`config.mk`:
```
export PLATFORM = sky130hd
export DESIGN_NAME = segx_div
export DESIGN_NICKNAME = d
export VERILOG_FILES = /design/src/rtl/core/segx_pkg.sv /design/src/rtl/core/segx_div.sv
export SDC_FILE = /design/constraint.sdc
export NUM_CORES = 2
export LEC_CHECK = 0
export BUFFER_PORTS_ARGS = -buffer_cell sky130_fd_sc_hd__buf_2
export CAP_MARGIN = 30
export CORE_MARGIN = 2
export CORE_UTILIZATION = 35
export CTS_CLUSTER_SIZE = 25
export DETAILED_ROUTE_END_ITERATION = 16
export SYNTH_ARGS = -nofsm -noshare
export SYNTH_HDL_FRONTEND = slang
export SYNTH_SLANG_ARGS = --single-unit
```
`constraint.sdc`:
```
create_clock -name clk -period 4.85 [get_ports clk]
set_clock_uncertainty 0.2 [all_clocks]
set_input_delay 0.97 -clock clk [delete_from_list [all_inputs] [get_ports clk]]
set_output_delay 0.97 -clock clk [all_outputs]
set_load 0.05 [all_outputs]
```
`src/rtl/core/segx_pkg.sv`:
```
package segx_pkg;

	localparam int CoordBits = 12;
	localparam int FracBits  = 8;
	// Line coefficients a and b, signed.
	localparam int AB = CoordBits + 1;
	// Products of a coefficient and a coordinate.
	localparam int PB = 2 * CoordBits + 2;
	// Constant term c and the determinant, signed.
	localparam int CB = 2 * CoordBits + 3;
	// Products of a coefficient and a constant term.
	localparam int MB = AB + CB;
	// Cramer numerators, signed.
	localparam int NB = MB + 1;
	// Magnitude of the determinant.
	localparam int DU = 2 * CoordBits + 1;
	// Magnitude of a numerator whose point lies inside both boxes.
	localparam int NU = CoordBits + DU;
	// Product of a box bound and the determinant magnitude.
	localparam int BB = CoordBits + DU;
	// Fixed-point result width and divider remainder width.
	localparam int XW = CoordBits + FracBits;
	localparam int RW = NU + FracBits;

	localparam logic [1:0] ST_INSIDE   = 2'd0;
	localparam logic [1:0] ST_PARALLEL = 2'd1;
	localparam logic [1:0] ST_OUT      = 2'd2;

	typedef struct packed {
		logic [CoordBits-1:0] seg_a_start_x;
		logic [CoordBits-1:0] seg_a_start_y;
		logic [CoordBits-1:0] seg_a_end_x;
		logic [CoordBits-1:0] seg_a_end_y;
		logic [CoordBits-1:0] seg_b_start_x;
		logic [CoordBits-1:0] seg_b_start_y;
		logic [CoordBits-1:0] seg_b_end_x;
		logic [CoordBits-1:0] seg_b_end_y;
	} req_t;

	typedef struct packed {
		logic [1:0]    hit_status;
		logic [XW-1:0] cross_x;
		logic [XW-1:0] cross_y;
	} rsp_t;

	// Handoff from the geometry stages to the divider.
	typedef struct packed {
		logic [1:0]    status;
		logic [NU-1:0] num_x;
		logic [NU-1:0] num_y;
		logic [DU-1:0] det;
	} geo_t;

endpackage

```
`src/rtl/core/segx_div.sv`:
```
module segx_div (
	input  logic            clk,
	input  logic            arst_n,
	input  logic            en,
	input  logic            in_valid,
	input  segx_pkg::geo_t  in_data,
	output logic            out_valid,
	output segx_pkg::rsp_t  out_data
);

	localparam int XW = segx_pkg::XW;
	localparam int RW = segx_pkg::RW;
	localparam int DU = segx_pkg::DU;
	localparam int FB = segx_pkg::FracBits;

	logic [XW-1:0] v_q;
	logic [RW-1:0] rx_s  [XW];
	logic [RW-1:0] ry_s  [XW];
	logic [XW-1:0] qx_s  [XW];
	logic [XW-1:0] qy_s  [XW];
	logic [DU-1:0] det_s [XW];
	logic [1:0]    st_s  [XW];

	always_ff @(posedge clk or negedge arst_n) begin
		if (!arst_n) begin
			v_q <= '0;
		end else if (en) begin
			v_q <= {v_q[XW-2:0], in_valid};
		end
	end

	// Restoring division, one quotient bit per stage, most significant first.
	for (genvar i = 0; i < XW; i++) begin : g_step
		logic [RW-1:0] rx_in, ry_in, dsh;
		logic [XW-1:0] qx_in, qy_in;
		logic [DU-1:0] det_in;
		logic [1:0]    st_in;
		logic          bx, by;

		if (i == 0) begin : g_first
			assign rx_in  = {in_data.num_x, {FB{1'b0}}};
			assign ry_in  = {in_data.num_y, {FB{1'b0}}};
			assign qx_in  = '0;
			assign qy_in  = '0;
			assign det_in = in_data.det;
			assign st_in  = in_data.status;
		end else begin : g_next
			assign rx_in  = rx_s[i-1];
			assign ry_in  = ry_s[i-1];
			assign qx_in  = qx_s[i-1];
			assign qy_in  = qy_s[i-1];
			assign det_in = det_s[i-1];
			assign st_in  = st_s[i-1];
		end

		assign dsh = RW'(det_in) << (XW - 1 - i);
		assign bx  = (rx_in >= dsh);
		assign by  = (ry_in >= dsh);

		always_ff @(posedge clk) begin
			if (en) begin
				rx_s[i]  <= bx ? rx_in - dsh : rx_in;
				ry_s[i]  <= by ? ry_in - dsh : ry_in;
				qx_s[i]  <= {qx_in[XW-2:0], bx};
				qy_s[i]  <= {qy_in[XW-2:0], by};
				det_s[i] <= det_in;
				st_s[i]  <= st_in;
			end
		end
	end

	assign out_valid           = v_q[XW-1];
	assign out_data.hit_status = st_s[XW-1];
	assign out_data.cross_x    = (st_s[XW-1] == segx_pkg::ST_INSIDE) ? qx_s[XW-1] : '0;
	assign out_data.cross_y    = (st_s[XW-1] == segx_pkg::ST_INSIDE) ? qy_s[XW-1] : '0;

endmodule
```
# Word level (Yosys, flattened, before mapping)

Memory sizes are Yosys's and may differ from the RTL's.
Cells that the tools add are included.

Memories kept: 6
Logic and storage cells: 132
Output and inout port bits: 43
RAM bits: 3,140
Input bits: 105
Register bits after elaboration: 20

Magnitude comparators: 40
Add/sub/neg operators: 40
Reductions and logical operators: 1
Mux-type cells: 44

Memories:

| name  | words | width | read ports | clocked after memory_dff | wr ports | line           | text |
|---|---|---|---|---|---|---|---|
| rx_s  | 20    | 45    | 19         | 0                        | 20       | segx_div.sv:17 | `logic [RW-1:0] rx_s [XW];` |
| ry_s  | 20    | 45    | 19         | 0                        | 20       | segx_div.sv:18 | `logic [RW-1:0] ry_s [XW];` |
| det_s | 20    | 25    | 19         | 0                        | 20       | segx_div.sv:21 | `logic [DU-1:0] det_s [XW];` |
| qx_s  | 20    | 20    | 20         | 0                        | 20       | segx_div.sv:19 | `logic [XW-1:0] qx_s [XW];` |
| qy_s  | 20    | 20    | 20         | 0                        | 20       | segx_div.sv:20 | `logic [XW-1:0] qy_s [XW];` |
| st_s  | 20    | 2     | 20         | 0                        | 20       | segx_div.sv:22 | `logic [1:0] st_s [XW];` |

Operators by type and width:

| operator         | number |
|---|---|
| $mux 45          | 40 |
| $ge 45x25->1     | 2 |
| $ge 45x26->1     | 2 |
| $ge 45x27->1     | 2 |
| $ge 45x28->1     | 2 |
| $ge 45x29->1     | 2 |
| $ge 45x30->1     | 2 |
| $ge 45x31->1     | 2 |
| $ge 45x32->1     | 2 |
| $ge 45x33->1     | 2 |
| $ge 45x34->1     | 2 |
| $ge 45x35->1     | 2 |
| $ge 45x36->1     | 2 |
| $ge 45x37->1     | 2 |
| $ge 45x38->1     | 2 |
| $ge 45x39->1     | 2 |
| $ge 45x40->1     | 2 |
| $ge 45x41->1     | 2 |
| $ge 45x42->1     | 2 |
| $ge 45x43->1     | 2 |
| $ge 45x44->1     | 2 |
| $sub 45x25->45   | 2 |
| $sub 45x26->45   | 2 |
| $sub 45x27->45   | 2 |
| other kinds (20) | 39 |

# Longest topological paths before layout

An unclocked memory read counts as a cell.

Word-level depth: 3
Gate-level depth with buffers: 16
Mapped depth without buffers: 14

# Worst setup path after synthesis

Ideal clock, no wire load.

Path type: in2reg
Start point: input port in_data[36] (netlist name)
End point: memory ry_s[0][32] (netlist name), data pin
Arrival time: 3.843 ns
Setup time: 0.270 ns
Path buffers: 3
Stages: 15
Setup slack: 0.537 ns
Path through: inv_1 > ha_1 > fa_1 > nor2b_1 > o31a_1 > o31a_1 > o41ai_1 > o211ai_1 > a21oi_1 > o21ai_0 > a21o_1 > clkbuf_1 > clkbuf_1 > clkbuf_1 > a21oi_1

RTL lines:

| item            | line           | text |
|---|---|---|
| start, declared | segx_div.sv:6  | `input segx_pkg::geo_t in_data,` |
| end, declared   | segx_div.sv:18 |  |

==> flow_metrics.tcl <==
set metrics [dict create \
    dieArea_mm2 0.409 \
    slowest_delay_ns 0.56 \
    vias 101000 \
    antenna_found_initial 9 \
    relSlewSlack_pct 34.4 \
    ys.flop_type "edfxtp_1" \
    mostFrequentLayoutCells "edfxtp_1, nand2_1, ha_1" \
    grt_overflow 0 \
    hold_class "in -> reg" \
    crit_type "reg -> reg" \
    synth-seq-cells 2417 \
    synth_compound_area_share_pct 15.2 \
    tns_ns 0 \
    max-vdd-ir-drop_mv 0.294 \
    synth-edff-count 2397 \
    p_per_area_mw_per_mm2 599 \
    synth.avg_cell_area_um2 10.9 \
    grt_max_degree 119 \
    place_congestion 0.927 \
    synth_cells 13000 \
    wirelength_um 392000 \
    start_util_pct 35.1 \
    cts_buffers 268 \
    path_clk_slew_ns 0.06 \
    synth_top_family_by_area "compound AO/OA/AOI/OAI gates" \
    cap_violations 0 \
    critical_path.endpoint_type "flip-flop" \
    grt_first_pass_wirelength_um 591000 \
    synthArstFlopShare_pct 0.827 \
    synthMuxAreaShare_pct 1.67 \
    rows 233 \
    synth_area_leaders "edfxtp_1, ha_1, xnor2_1, a21oi_1, o21ai_0" \
    maxSlewViolCount 0 \
    post_cts_buffers 0 \
    die_w_um 639 \
    drt_iter0_markers 8413 \
    fmax_ghz 0.217 \
    drc 0 \
    cp_cell_sequence "inv_1, ha_1, inv_1, fa_1, a211oi_1, o21ai_0, nand2_1, o31ai_1, a211oi_2, o21ai_0, and2_1, or4_1, nor4b_1, xor2_1" \
    cts.path.max_buffers 4 \
    leakage_nw 61.0 \
    grt_use_total_pct 18.6 \
    cp-start-kind "flip-flop" \
    area_delta_synth_final_pct 12.5 \
    critPathArrivalTime_ns 5.02 \
    grt_pass1_vias 97000 \
    fp.dieH_um 639 \
    cts_tree "done" \
    post-synth-top-area-cell "edfxtp_1" \
    hpwl_um 312000 \
    h-tree-depth 5 \
    tightest_slew_ns 0.981 \
    dr.pass1.iters 6 \
    min_period_ns 4.60 \
    clock-root-buffer "clkbuf_16" \
    power.total_w 0.0953 \
    syn-cell-area_mm2 0.141 \
    port_buffers 147 \
    clock_sinks 2417 \
    holdWs_ns 0.0766 \
    synth.distinct_cells 98 \
    synth_top_area_share_pct 50.9 \
    synth-adder-area-share_pct 9.37 \
    ys_warn_count 0 \
    clk_latency_ns 0.90 \
    via_per_inst 5.34 \
    crit_required_ns 5.27 \
    ios 148 \
    final_nets 14500 \
    finalHoldViolCount 0 \
    core-area_mm2 0.402 \
    synth-simple-area-share_pct 12.3 \
    outcome "finished, final reports clean" \
    fin_crit_sh_pct 94.8 \
    critPathMaxFanout 5 \
    synth_xor_xnor_area_share_pct 7.14 \
    syn_nets 14100 \
    yosysSeqAreaShare_pct 51.3 \
    ant_nets 0 \
    cp_slowest_cell "or4_1" \
    drive_gt1_share_pct 8.35 \
    drt-wirelength-per-cell_um 20.8 \
    finalSetupViolations 0 \
    final_common_cell "edfxtp_1" \
]
-- critical path: cells and delay by family (launching register included) --
kind / cells / cell delay (ns)
AOI/OAI and AO/OA: 5 / 1.48
xor gates and xnor gates: 1 / 0.12
adders and majority gates: 2 / 0.61
buffers and inverters: 2 / 0.16
DFF: 1 / 0.38
and+or+nand+nor: 4 / 1.39
-- report_power, final --
part           leakage, nW  switching, W  internal, W  total, W
sequential            23.3       0.00451       0.0308    0.0353
combinational         33.6        0.0234       0.0166    0.0400
clock                 4.07       0.00848       0.0115    0.0200
-- through the flow --
stage | instance area [um2] | utilization [%] | worst slack, ns | cells
4_1_cts | 159000 | 39.5 | 0.175 | 18800
6_report | 159000 | 39.5 | 0.250 | 18800
3_3_place_gp | 150000 | 37.4 | 0.216 | 18300
2_1_floorplan | 141000 | - | 0.537 | 13000
5_1_grt | 159000 | 39.5 | -0.0407 | 18800
3_5_place_dp | 150000 | 37.4 | 0.245 | 18300
-- area by class of cell --
class	count	area (um2)
multi-input cells	9439	65000
fillers	38600	243000
inverters	779	2920
well taps	5287	6620
flip-flops and latches	2417	72500
repair buffers	428	3550
clock inverters	142	1380
clock buffers	332	7110
diodes	1	2.50
-- flip-flops by register name (all words and copies together) (netlist names) --
signal,flops
qx_s,210
rx_s,731
det_s,475
v_q,20
ry_s,731
st_s,40
qy_s,210
-- Yosys cell counts, types with 164 or more instances --
| cell | n |
|---|---|
| a21o_1 | 505 |
| a21oi_1 | 990 |
| clkbuf_1 | 291 |
| edfxtp_1 | 2397 |
| ha_1 | 998 |
| inv_1 | 777 |
| mux2_2 | 198 |
| nand2_1 | 1129 |
| nand2b_1 | 164 |
| nand3_1 | 222 |
| nor2_1 | 804 |
| nor3_1 | 224 |
| o21ai_0 | 966 |
| xnor2_1 | 605 |
| xor2_1 | 547 |
-- cells by family (layout without fill, tap and decap cells) --
logic type / count (synthesis) / after routing
other: 0 / 1
buffers and inverters: 1104 / 1681
adder cells (fa/ha/maj): 1036 / 1036
XOR/XNOR: 1152 / 1152
flip-flops: 2417 / 2417
AO/OA/AOI/OAI: 3468 / 3468
multiplexers: 211 / 211
AND/OR/NAND/NOR: 3572 / 3572
-- final timing paths --
check                                           start                      to  slack (ns)  depth (start not counted)
worst max-delay path            ry_s[5][13]$_DFFE_PP_   ry_s[6][43]$_DFFE_PP_        0.25                         14
worst min-delay path                      in_data[18]  det_s[0][18]$_DFFE_PP_        0.08                          1
worst max register to register  ry_s[5][13]$_DFFE_PP_   ry_s[6][43]$_DFFE_PP_        0.25                         14
worst min register to register   st_s[0][4]$_DFFE_PP_    st_s[0][6]$_DFFE_PP_        0.20                          0
max in group asynchronous                      arst_n     v_q[13]$_DFFE_PN0P_        3.78                          2
min in group asynchronous                      arst_n     v_q[17]$_DFFE_PN0P_        0.36                          2
-- layer usage --
| layer | up-vias | track usage (%) | part of all wire [%] |
|---|---|---|---|
| met4 | 8 | 6.74 | 4.0 |
| met3 | 698 | 2.04 | 4.6 |
| met5 | - | 0 | 0.016 |
| met2 | 2608 | 32.2 | 49 |
| li1 | 48900 | - | - |
| met1 | 48300 | 24.0 | 43 |
-- what timing repair did --
item	4_1_cts	5_1_grt
gates resized for setup	0	3
setup endpoints to repair	0	3
endpoints found under the hold margin	40	0
hold buffers	21	0
Power figures use the tool's default switching activity.
